$ cat src/rtl/ufe_pkg.sv
// Shared types and constants of the union-find engine.
// Depends on nothing; imported by the controller, datapath, top level and checker.
`default_nettype none

package ufe_pkg;

  // Width of node numbers, of the node count register and of the set count.
  localparam int unsigned NODE_W = 11;
  localparam logic [NODE_W-1:0] NODE_COUNT_RST = 11'd1024;

  typedef enum logic [1:0] {
    OP_QUERY = 2'd0,
    OP_MERGE = 2'd1,
    OP_CLEAR = 2'd2
  } ufe_op_e;

  typedef struct packed {
    logic [1:0]        operation;
    logic [NODE_W-1:0] node_a;
    logic [NODE_W-1:0] node_b;
  } ufe_req_t;

  typedef struct packed {
    logic              connected;
    logic              merged;
    logic [NODE_W-1:0] set_count;
    logic              status;
  } ufe_rsp_t;

  // Which kind of result the datapath loads into its output register.
  typedef enum logic [2:0] {
    RSP_NONE   = 3'd0,
    RSP_REJECT = 3'd1,
    RSP_CLEAR  = 3'd2,
    RSP_QUERY  = 3'd3,
    RSP_MERGED = 3'd4
  } ufe_rsp_e;

  typedef struct packed {
    logic     accept;
    logic     sweep_go;
    logic     sweep_step;
    logic     walk_first_a;
    logic     walk_next;
    logic     walk_first_b;
    logic     capture_b;
    logic     link_join;
    logic     link_clear;
    ufe_rsp_e rsp;
  } ufe_cmd_t;

  typedef struct packed {
    logic req_clear;
    logic req_walk;
    logic sweep_last;
    logic root_found;
    logic merge_distinct;
  } ufe_status_t;

endpackage

`default_nettype wire

$ cat src/rtl/ufe_ctrl.sv
// Controller state machine of the union-find engine.
// Depends on ufe_pkg for the command and status structs.
`default_nettype none

module ufe_ctrl
  import ufe_pkg::*;
(
  input  logic        clk_i,
  input  logic        rst_ni,
  input  logic        start_i,
  input  logic        cfg_we_i,
  input  ufe_status_t status_i,
  output ufe_cmd_t    cmd_o,
  output logic        busy_o
);

  typedef enum logic [6:0] {
    S_IDLE   = 7'b0000001,
    S_INIT   = 7'b0000010,
    S_CLEAR  = 7'b0000100,
    S_WALK_A = 7'b0001000,
    S_WALK_B = 7'b0010000,
    S_LINK   = 7'b0100000,
    S_SIZE0  = 7'b1000000
  } state_e;

  state_e state_q, state_d;

  always_comb begin
    cmd_o     = '0;
    cmd_o.rsp = RSP_NONE;
    state_d   = state_q;
    if (cfg_we_i) begin
      // A new node count restarts the clearing pass.
      cmd_o.sweep_go = 1'b1;
      state_d        = S_INIT;
    end else begin
      case (state_q)
        S_IDLE: begin
          if (start_i) begin
            cmd_o.accept = 1'b1;
            if (status_i.req_clear) begin
              cmd_o.sweep_go = 1'b1;
              state_d        = S_CLEAR;
            end else if (status_i.req_walk) begin
              cmd_o.walk_first_a = 1'b1;
              state_d            = S_WALK_A;
            end else begin
              cmd_o.rsp = RSP_REJECT;
            end
          end
        end
        S_INIT, S_CLEAR: begin
          cmd_o.sweep_step = 1'b1;
          if (status_i.sweep_last) begin
            state_d = S_IDLE;
            if (state_q == S_CLEAR) begin
              cmd_o.rsp = RSP_CLEAR;
            end
          end
        end
        S_WALK_A: begin
          if (status_i.root_found) begin
            cmd_o.walk_first_b = 1'b1;
            state_d            = S_WALK_B;
          end else begin
            cmd_o.walk_next = 1'b1;
          end
        end
        S_WALK_B: begin
          if (!status_i.root_found) begin
            cmd_o.walk_next = 1'b1;
          end else if (status_i.merge_distinct) begin
            cmd_o.capture_b = 1'b1;
            state_d         = S_LINK;
          end else begin
            cmd_o.rsp = RSP_QUERY;
            state_d   = S_IDLE;
          end
        end
        S_LINK: begin
          cmd_o.link_join = 1'b1;
          state_d         = S_SIZE0;
        end
        S_SIZE0: begin
          cmd_o.link_clear = 1'b1;
          cmd_o.rsp        = RSP_MERGED;
          state_d          = S_IDLE;
        end
        default: begin
          state_d = S_INIT;
        end
      endcase
    end
  end

  always_ff @(posedge clk_i or negedge rst_ni) begin
    if (!rst_ni) begin
      state_q <= S_INIT;
    end else begin
      state_q <= state_d;
    end
  end

  assign busy_o = (state_q != S_IDLE);

endmodule

`default_nettype wire

$ cat config.mk
export PLATFORM = sky130hd
export DESIGN_NAME = ufe_ctrl
export DESIGN_NICKNAME = d
export VERILOG_FILES = /design/src/rtl/ufe_pkg.sv /design/src/rtl/ufe_ctrl.sv
export SDC_FILE = /design/constraint.sdc
export NUM_CORES = 1
export LEC_CHECK = 0
export ABC_AREA = 1
export ABC_CLOCK_PERIOD_IN_PS = 1610
export BUFFER_PORTS_ARGS = -buffer_cell sky130_fd_sc_hd__buf_2
export CORE_MARGIN = 4
export CORE_UTILIZATION = 49
export DETAILED_ROUTE_END_ITERATION = 10
export GPL_ROUTABILITY_DRIVEN = 0
export PLACE_DENSITY = 0.8
export SYNTH_ARGS = -nofsm -noshare
export SYNTH_HDL_FRONTEND = slang
export SYNTH_SLANG_ARGS = --single-unit
$ cat constraint.sdc
create_clock -name clk_i -period 1.61 [get_ports clk_i]
set_clock_uncertainty 0.15 [all_clocks]
set_input_delay 0.161 -clock clk_i [delete_from_list [all_inputs] [get_ports clk_i]]
set_output_delay 0.161 -clock clk_i [all_outputs]
set_load 0.005 [all_outputs]
======== Yosys cells after proc, flatten, opt, wreduce, memory -nomap -nowiden ========
Cells that the tools add are included.
storage, ports and cells
  register bits ........................... 7
  output and inout bits ................... 13
  logic and storage cells ................. 54
operators by class
  eq/ne operators ......................... 13
  reductions and logical operators ........ 3
  mux-type cells .......................... 37
operators with widths
  cell                                                   number
  two-way mux 7 bit                                      7
  one-hot mux 7 bit (6 select lines)                     1
  two-way mux 1 bit                                      20
  two-way mux 2 bit                                      6
  inequality test 3 bit, second input constant           4
  one-hot mux 3 bit (4 select lines)                     1
  two-way mux 10 bit                                     1
  equality test 7 x 1 -> 1 bit, second input constant    1
  equality test 7 x 2 -> 1 bit, second input constant    1
  equality test 7 x 3 -> 1 bit, second input constant    1
  equality test 7 x 4 -> 1 bit, second input constant    1
  equality test 7 x 5 -> 1 bit, second input constant    1
  equality test 7 x 6 -> 1 bit, second input constant    1
  equality test 7 bit, second input constant             1
  inequality test 7 x 1 -> 1 bit, second input constant  1
  two-way mux 6 bit                                      1
  AND reduction 5 bit                                    1
  inequality test 4 bit, second input constant           1
  OR reduction 2 bit                                     2

======== Longest topological paths before layout ========
  depth after elaboration ................. 5
  mapped depth ............................ 10
  gate-level depth less buffers ........... 10

======== Least setup slack after synthesis ========
Ideal clock, no wire load.
  path type ............................... flip-flop to output port
  from .................................... register state_q[1]
  to ...................................... output port cmd_o[0] in the netlist's numbering
  data arrival time ....................... 1,160 ps
  required time ........................... 1,299 ps
  buffers on the path ..................... 0
  cell stages (with the launch flop) ...... 9
  slack ................................... 139 ps
  cells stage by stage .................... dfstp_2 -> inv_1 -> nor2_1 -> nand2_1 -> nand2_1 -> nand2_1 -> nand2_1 -> o21ai_1 -> a21oi_1
RTL lines
  element                   line             text
  start: declaration        ufe_ctrl.sv:27   state_e state_q, state_d;
  start signal: assignment  ufe_ctrl.sv:101  state_q <= state_d;
  end: declaration          ufe_ctrl.sv:13   output ufe_cmd_t cmd_o,

==> qor.csv <==
stage;metric;value;unit
clock_tree;Skew-Pair Late Insertion Delay;0.25;ns
clock_tree;Root Buffer;clkbuf_4;
setup_path;cell mode on critical path;nand2_2;
yosys;flops & latches, synth;7;
outcome;status;finished, violations left;
drt;Iteration-0 DRC Markers;18;
min_path;Hold Crit Class;input pin to flip-flop;
sta;slew of the pin with the lowest slew margin;0.291;ns
floorplan;Die ar.;2060;um2
floorplan;initial cell density of the core;52.6;%
setup_path;FF-to-FF End;state_q[0];
setup_path;r2r setup slk;-0.16;ns
drt;DR DRC count;0;
yosys;Syn Nets;115;
power_and_ir_drop;Pleak;0.554;nW
layout;most frequent cells in the layout;buf_2 (21), nand2_1 (20), buf_4 (16), nor2_1 (14), inv_1 (10);
layout;Top reg by flops;state_q;
yosys;synth unique cells;24;
clock_tree;Clock Sinks;7;
sta;Fmax achieved;527;MHz
layout;diode count;0;
sta;worst setup margin;-0.288;ns
sta;Hold Worst Slack;0.0267;ns
floorplan;FP Rows;13;
drt;Via density;5.14;
min_path;min-delay src;status_i[0];
sta;final-report hold violation count;0;
global_routing;grt ovf;0;
sta;Slew Limit Headroom;80.6;%
setup_path;crit path max fanout;4;
layout;most common cell after layout, fill and taps aside;buf_2;
power_and_ir_drop;Tot Pwr;0.00110;W
clock_tree;Clk pin slew, worst setup/hold paths;0.05;ns
place;cell area after placement;815;um2
floorplan;Die Y;45.4;um
global_routing;vias in the first global route;770;
floorplan;Top Ports;22;
setup_path;Worst path slowest cell;dfstp_2;
setup_path;CP required;1.30;ns
power_and_ir_drop;peak supply drop;0.000675;V
global_routing;global-route wire length before repair;3150;um
setup_path;CP cell instances;inv_2, nor2_2, nand2_1, nand2_2, nand2_2, nand2_2, o21ai_2, a21oi_1, buf_2;
min_path;Hold Path Stages;3;
sta;Tmin final;1.90;ns
setup_path;CP Capture Type;primary output;
place;# port buffers;21;
sta;RSZ-0062 raised after global routing;true;
layout;layout cells sized above 1;49.7;%
clock_tree;CTS Buf Count;3;
clock_tree;clock buffer depth;2;
setup_path;CP Launch Type;flip-flop;
place;DP Wirelength;1320;um
setup_path;Critical Path AT;1.59;ns
layout;Regs by FF count;state_q x7;
setup_path;max incr delay on CP;0.57;ns
sta;setup TNS;-2.05;ns
layout;Area Growth Syn to Fin;46.3;%
power_and_ir_drop;pwr dens;1100;nW/um2
global_routing;Tot GR Track Use;21.3;%
clock_tree;TritonCTS clock tree;yes;
clock_tree;htree depth;1;
sta;Tcrit/Tclk final;118;%
layout;nets;155;
drt;number of routed nets with antenna violations;0;
drt;DR WL/cell;11.8;um
setup_path;worst-case reg-to-reg path depth;10;
run;# Max-Cap Violations;0;
setup_path;delay-heaviest family, CP;flip-flops;
floorplan;die span in x;45.4;um
drt;Detailed Routing Iterations Pass 1;4;
yosys;Post-Syn Area per Cell;6.46;um2
sta;fin. max-slew vios;0;
drt;wire length after detailed routing;1900;um
setup_path;launch point of the worst reg-to-reg path;state_q[1];
layout;max FFs per register;7;
setup_path;kind of critical path;flip-flop to primary output;
yosys;YS warnings;0;
drt;routed vias;822;
global_routing;initial antenna violation count;0;
yosys;Syn Inst Count;106;
yosys;synthesized area;684;um2
min_path;Hold Path End;state_q[5];
floorplan;core area;1300;um2
layout;fin area;1000;um2
yosys;sequential share of the synthesized area;25.8;%
outcome;failing checks;negative setup slack;
setup_path;CP Buf/Inv Count;2;
sta;Finish-stage setup viols;13;
global_routing;largest net degree at the start of global routing;18;
worst min-delay path, delay by kind of cell:
kind	cells	cell delay (ns)
and+or+nand+nor	2	0.12
buffers and inverters	1	0.11
how the worst max path moves through the flow:
| stage | from | end | slack (ns) | cells after the start |
|---|---|---|---|---|
| after detailed placement | state_q[1] | cmd_o[0] | -0.006 | 9 |
| after floorplan | state_q[1] | cmd_o[0] | 0.14 | 8 |
| after global routing | state_q[1] | cmd_o[0] | -0.40 | 9 |
| final | state_q[1] | cmd_o[0] | -0.29 | 9 |
| after global placement | state_q[2] | cmd_o[8] | 0.04 | 6 |
| after CTS | state_q[3] | cmd_o[0] | -0.24 | 8 |
logic make-up (layout without fill, tap and decap cells):
logic type | after synthesis | in the layout | share of synthesized area [%]
AND/OR/NAND/NOR | 74 | 74 | 58.3
buffers and inverters | 19 | 58 | 11.5
flip-flops | 7 | 7 | 25.8
AO/OA/AOI/OAI | 6 | 6 | 4.39
through the flow:
stage               utilization (%)  cells  setup WS, ns
finish                         76.9    160        -0.288
global route                   76.9    160        -0.404
CTS                            74.8    159        -0.241
detailed placement             62.6    142      -0.00617
global placement               62.6    142        0.0373
floorplan                         -    106         0.139
report_power, final:
part	internal (W)	switching (W)
Sequential	0.000215	0.0000388
Clock	0.0000943	0.0000608
Combinational	0.000330	0.000357
Total	0.000639	0.000457
area by class of cell:
cell class / count / area [um2]
Fill cell: 94 / 300
Inverter: 16 / 62.6
Multi-Input combinational cell: 80 / 482
Clock buffer: 4 / 26.3
Sequential cell: 7 / 176
Tap cell: 15 / 18.8
Timing Repair Buffer: 38 / 235
routing by layer:
layer  global-route usage, %  part of all wire [%]
met1                    24.5                    42
met2                    36.7                    51
met3                    1.58                   4.7
met4                    15.2                   2.6
met5                       0                     0
synth_stat cells (all sizes together):
cell type / instances / area (um2)
o21ai: 4 / 20.0
nor2: 22 / 116
clkbuf: 1 / 3.75
inv: 16 / 62.6
buf: 2 / 12.5
a21oi: 2 / 10.0
nor4: 1 / 6.26
nand4: 4 / 31.3
nand2: 32 / 165
dfstp: 1 / 26.3
nand3: 9 / 45.0
nor3: 6 / 35.0
dfrtp: 6 / 150
repair_timing:
item	4_1_cts	5_1_grt
pin swaps	12	4
hold buffers	1	0
setup buffers	12	1
setup endpoints to repair	12	18
resized for setup	9	5
hold endpoints to repair	7	0
No activity file was read; power rests on OpenSTA's default activity.
